===== config.mk =====
export PLATFORM = sky130hd
export DESIGN_NAME = eidm_free_fifo
export DESIGN_NICKNAME = d
export VERILOG_FILES = /design/src/hw/rtl/eidm_pkg.sv /design/src/hw/rtl/eidm_free_fifo.sv
export SDC_FILE = /design/constraint.sdc
export NUM_CORES = 1
export LEC_CHECK = 0
export BUFFER_PORTS_ARGS = -buffer_cell sky130_fd_sc_hd__buf_2
export CAP_MARGIN = 20
export CORE_AREA = 2 2 184 186
export DETAILED_ROUTE_END_ITERATION = 8
export DIE_AREA = 0 0 186 188
export SETUP_SLACK_MARGIN = 0.15
export SLEW_MARGIN = 20
export SYNTH_ARGS = -nofsm -noshare
export SYNTH_HDL_FRONTEND = slang
export SYNTH_SLANG_ARGS = --single-unit

===== constraint.sdc =====
create_clock -name clk -period 6 [get_ports clk]
set_clock_uncertainty 0.05 [all_clocks]
set_input_delay 0.6 -clock clk [delete_from_list [all_inputs] [get_ports clk]]
set_output_delay 0.6 -clock clk [all_outputs]
set_load 0.1 [all_outputs]

===== src/hw/rtl/eidm_pkg.sv =====
// shared types and constants for the entity id allocator with mask query
// no dependencies; imported by the allocator, its free fifo and the bench files
`default_nettype none

package eidm_pkg;

    localparam int ID_W     = 6;
    localparam int MASK_W   = 64;
    localparam int KIND_W   = 3;
    localparam int STATUS_W = 3;

    typedef enum logic [KIND_W-1:0] {
        K_CREATE  = 3'd0,
        K_DESTROY = 3'd1,
        K_WRITE   = 3'd2,
        K_READ    = 3'd3,
        K_QUERY   = 3'd4
    } kind_t;

    typedef enum logic [STATUS_W-1:0] {
        ST_OK       = 3'd0,
        ST_FULL     = 3'd1,
        ST_BAD      = 3'd2,
        ST_NOMATCH  = 3'd3,
        ST_QFULL    = 3'd4
    } status_t;

    typedef enum logic [1:0] {
        S_IDLE,
        S_POP,
        S_READ,
        S_SCAN
    } state_t;

    typedef struct packed {
        logic push;
        logic pop;
    } fifo_ctrl_t;

    typedef struct packed {
        logic empty;
        logic full;
    } fifo_stat_t;

endpackage

`default_nettype wire


===== src/hw/rtl/eidm_free_fifo.sv =====
// fifo of freed entity ids, held in a synchronous memory with registered read
// depends on eidm_pkg
`default_nettype none

module eidm_free_fifo
    import eidm_pkg::*;
#(
    parameter int CAPACITY = 64
)
(
    input  wire logic             clk,
    input  wire logic             rst_n,
    input  wire fifo_ctrl_t       ctrl,
    input  wire logic [ID_W-1:0]  push_id,
    output logic      [ID_W-1:0]  pop_id,
    output fifo_stat_t            stat
);

    localparam int PTR_W = $clog2(CAPACITY);
    localparam int CNT_W = $clog2(CAPACITY + 1);

    logic [ID_W-1:0]  mem [CAPACITY];
    logic [ID_W-1:0]  rd_data_reg;
    logic [PTR_W-1:0] head_reg, head_next;
    logic [PTR_W-1:0] tail_reg, tail_next;
    logic [CNT_W-1:0] count_reg, count_next;

    always_comb
    begin
        head_next  = head_reg;
        tail_next  = tail_reg;
        count_next = count_reg;
        if (ctrl.pop)
        begin
            head_next  = (head_reg == PTR_W'(CAPACITY - 1)) ? '0 : head_reg + PTR_W'(1);
            count_next = count_reg - CNT_W'(1);
        end
        if (ctrl.push)
        begin
            tail_next  = (tail_reg == PTR_W'(CAPACITY - 1)) ? '0 : tail_reg + PTR_W'(1);
            count_next = count_reg + CNT_W'(1);
        end
    end

    always_ff @(posedge clk or negedge rst_n)
    begin
        if (!rst_n)
        begin
            head_reg  <= '0;
            tail_reg  <= '0;
            count_reg <= '0;
        end
        else
        begin
            head_reg  <= head_next;
            tail_reg  <= tail_next;
            count_reg <= count_next;
        end
    end

    // storage, no reset
    always_ff @(posedge clk)
    begin
        if (ctrl.push)
            mem[tail_reg] <= push_id;
        if (ctrl.pop)
            rd_data_reg <= mem[head_reg];
    end

    assign pop_id     = rd_data_reg;
    assign stat.empty = (count_reg == '0);
    assign stat.full  = (count_reg == CNT_W'(CAPACITY));

`ifndef ASSERT_OFF
    a_no_push_full: assert property (@(posedge clk) disable iff (!rst_n)
        ctrl.push |-> !stat.full)
        else $error("push into full free fifo");

    a_no_pop_empty: assert property (@(posedge clk) disable iff (!rst_n)
        ctrl.pop |-> !stat.empty)
        else $error("pop from empty free fifo");

    a_count_bound: assert property (@(posedge clk) disable iff (!rst_n)
        count_reg <= CNT_W'(CAPACITY))
        else $error("free fifo count beyond capacity");
`endif

endmodule

`default_nettype wire


# Word level (Yosys, flattened, before mapping)
# Memories as Yosys holds them, arrays and structs flattened. A register that Yosys moved wholly into a read port is not among the register bits.
# Index checks and enable logic that the tools add are counted.
# totals
regBits	19
mem_bits_rw	384
inputBits	10
output_inout_bits	8
word_cells	19
n_memories	1
# classes
n_addsub	4
n_eq_ne	3
n_mux	6
reduce_logical	2
# mem_list
name	depth	word_bits	read_ports	rd_ports_with_merged_regs	write_ports	line	rtl
mem	64	6	1	1	1	eidm_free_fifo.sv:22	logic [ID_W-1:0] mem [CAPACITY];
# op_table
op	n
$mux 7	2
$add 6x1->6 const B	2
$eq 6x6->1 const B	2
$mux 6	2
$add 7x1->7 const B	1
$eq 7x7->1 const B	1
$logic_not 7->1	1
$sub 7x1->7 const B	1
$mux 1	2
$reduce_bool 2->1	1

# Depth between registers and ports, before layout
# depth
word_depth	3
ltp_mapped	8
mapped_depth_nobuf	7

# Least setup slack after synthesis
# Ideal clock, no wire load.
# synth_path
kind	input to register
start	input port ctrl[1] in the netlist's numbering
end	memory mem[52][0] (enable)
setup_time_ps	377
t_arrival_ps	2214
required_ps	5573
slack_ps	3359
stages	4
n_path_buf	1
cell_sequence	clkbuf_1 inv_1 or4b_2 nor3_1
# synth_via
elab_chain_len	2
# synth_rtl
item	line	rtl
from (decl)	eidm_free_fifo.sv:13	input wire fifo_ctrl_t ctrl,
$mux 1	eidm_free_fifo.sv:64	if (ctrl.push)
$mux 1 (not written as such)	eidm_free_fifo.sv:65	mem[tail_reg] <= push_id;
to (decl)	eidm_free_fifo.sv:22	
# Every way passes these cells.

==> results by group <==
Outcome
  • Run status: finished, final reports clean

Synthesis
  • Ranking of synthesized cells by area: edfxtp_1, mux4_2, dfrtp_1, nor2_1, o22ai_1
  • Yosys top cell by area: edfxtp_1
  • Main synth FF type: edfxtp_1
  • Synth Net Count: 863
  • Yosys warning count: 0
  • Number of distinct library cells after synthesis: 50
  • Cell count after synthesis: 845
  • Cell Area, Synth: 16300 um^2
  • Sequential area share after synthesis: 0.748
  • Avg Synthesized Cell Area: 19.3 um^2
  • FF+latch count, synth: 409
  • Top-area cell type share of the netlist area: 0.719
  • Post-synth ARST share: 0.0465
  • Post-synth EDFFs: 390

Min path
  • Hold depth: 3
  • Min-Delay Path Class: input pin to flop

Worst setup path
  • Worst-path maximum fanout: 61
  • Slowest CP cell: dfrtp_4
  • RR Startpoint: head_reg[1]
  • Startpoint Class: flop
  • R2R Setup Slk: 2.68 ns
  • Crit-path cells: buf_4 -> mux4_2 -> mux2i_1 -> a211oi_1 -> a22o_1
  • Worst EP arrival: 3.55 ns
  • Worst r2r dst: pop_id[5]
  • Crit path kind: flop to flop
  • Critical Path Sink: pop_id[5]
  • R2r worst-path depth: 5
  • Crit path largest cell delay: 1.00 ns
  • Crit. Startpoint: head_reg[1]
  • Data required time of the critical path: 6.23 ns
  • CP Capture Type: flop

Clock network
  • Clock tree buffer depth: 3
  • CTS Buf Count: 41
  • CTS Sinks: 409
  • CTS HTree Levels: 2
  • Clk_lat worst skew: 0.53 ns
  • Clock transition at path regs: 0.06 ns
  • Clock root buffer: clkbuf_16
  • TritonCTS clock tree: done

Pwr
  • P_leak: 5.60 nW
  • Power per cell area: 426 nW/um^2
  • VDD IR-drop max: 0.269 mV

Finish
  • Final non-filler cell total: 1341
  • Area of the multi-input gates: 3830 um^2
  • # nets final: 882
  • Max reg flops: 384
  • Area Overhead vs Synth: 10.5%
  • Share of layout cells above drive strength 1: 0.212
  • Ant. Diodes: 0
  • FILL cells: 2503
  • Reg area: 12200 um^2

Placement
  • Placed instance count: 1268
  • # port buffers: 17
  • HPWL after DPL: 21200 um
  • GPL Wtd Cong: 0.811

Drt
  • Vias: 7928
  • Initial drt markers: 836
  • Vias/cell: 5.91
  • Routed Wire Length: 34000 um
  • 1st-pass router iterations: 5
  • # DRC: 0
  • Final antenna-violating net count: 0
  • WL per Instance: 25.3 um

Die
  • Core area: 33100 um^2
  • I/O pins: 18
  • Die footprint: 35000 um^2
  • Initial core utilization: 0.492
  • DIE HEIGHT: 188 um
  • Row count: 67
  • Die width: 186 um

Global route
  • Vias in the first global route: 8052
  • Largest net degree at the start of global routing: 65
  • First-pass GRT wire length: 52000 um
  • Overall Global Routing Usage: 0.202
  • Global route total overflow: 0
  • Antenna violations before repair: 0

Timing
  • Final period utilization: 0.553
  • Final Hold Vio Count: 0
  • Hold Worst Slack: 0.452 ns
  • RSZ-0062 raised after global routing: no
  • Final Max Tran Viols: 0
  • Period minus WS final: 3.32 ns
  • FMAX: 0.302 GHz
  • Setup TNS: 0 ns
  • Measured slew at the worst slew-check pin: 1.02 ns
  • Setup violators final: 0
  • Worst slew margin: 0.314

Flow run
  • Max_cap viols: 0
[area by class of cell]
cell class | count | share of cell area
clock buffer | 51 | 0.0608
timing repair buffer | 23 | 0.00890
tap | 448 | 0.0312
sequential | 409 | 0.678
clock inverter | 21 | 0.00737
inverter | 4 | 0.000835
multi-input combinational | 385 | 0.213
[critical path, delay by kind of cell (launching register included)]
kind	cells	cell delay, ns
buf+inv	1	0.64
compound gates	2	0.49
mux	2	0.80
flops	1	1.00
[report_power, final]
| part | switching [W] | internal (W) | total, W |
|---|---|---|---|
| Combinational | 0.00106 | 0.000662 | 0.00173 |
| Clock | 0.00102 | 0.00133 | 0.00236 |
| Sequential | 0.000264 | 0.00332 | 0.00358 |
[kinds of logic after synthesis]
kind of cell,after synthesis,share of synthesized area
xor gates and xnor gates,11,0.00592
muxes,111,0.141
AOI/OAI and AO/OA,76,0.0302
adders and majority gates,8,0.00661
buffers and inverters,51,0.0163
DFF,409,0.748
and+or+nand+nor,179,0.0517
[synthesized netlist by cell type (9+ instances only)]
master and number:
nand2_1 27, o21ai_0 17, dfrtp_1 19, nor2_1 80
buf_2 11, xnor2_1 10, clkbuf_1 20, mux2i_1 9
edfxtp_1 390, o22ai_1 20, nor3_1 10, mux4_2 94
nand3_1 19, a21oi_1 10
[placed cells by master, fill, tap and decap left out, types with 7 or more instances in the layout]
cell / instances
edfxtp_1: 390
mux4_2: 94
nor2_1: 80
clkbuf_16: 41
nand2_1: 27
o22ai_1: 20
nand3_1: 19
o21ai_0: 17
dfrtp_1: 17
buf_2: 11
a21oi_1: 10
nor3_1: 10
xnor2_1: 10
buf_4: 10
mux2i_1: 9
nand2b_1: 8
mux2_2: 8
clkinv_1: 8
clkinv_2: 8
ha_1: 7
clkbuf_1: 7
[how the worst min path moves through the flow]
stage	start	end	slack, ns
after global routing	ctrl[1]	tail_reg[2]	0.47
after floorplan	rst_n	count_reg[0]	0.25
after CTS	ctrl[1]	tail_reg[2]	0.43
final	ctrl[1]	tail_reg[2]	0.45
after detailed placement	count_reg[3]	count_reg[3]	0.46
after global placement	count_reg[3]	count_reg[3]	0.46
[metrics by stage]
stage	worst slack, ns	power [W]	util	instance area [um^2]
final	2.68	0.00767	0.543	18000
after global routing	2.57	0.00797	0.543	18000
after CTS	2.69	0.00772	0.543	18000
after detailed placement	2.71	0.00537	0.506	16700
after global placement	2.71	0.00535	0.506	16700
after floorplan	3.36	0.00482	-	16300
[repair_timing]
item / 4_1_cts / 5_1_grt
hold buffers: 1 / 0
buffers inserted: 0 / 0
gates resized for setup: 0 / 0
hold endpoints to repair: 19 / 0
[per-layer routing]
layer,track usage,up-vias,share of wire
met3,0.0301,44,0.062
met2,0.319,261,0.49
met1,0.301,4155,0.44
met5,0,-,0
li1,-,3468,-
met4,0.0472,0,0.017
No activity file was read; power rests on OpenSTA's default activity.
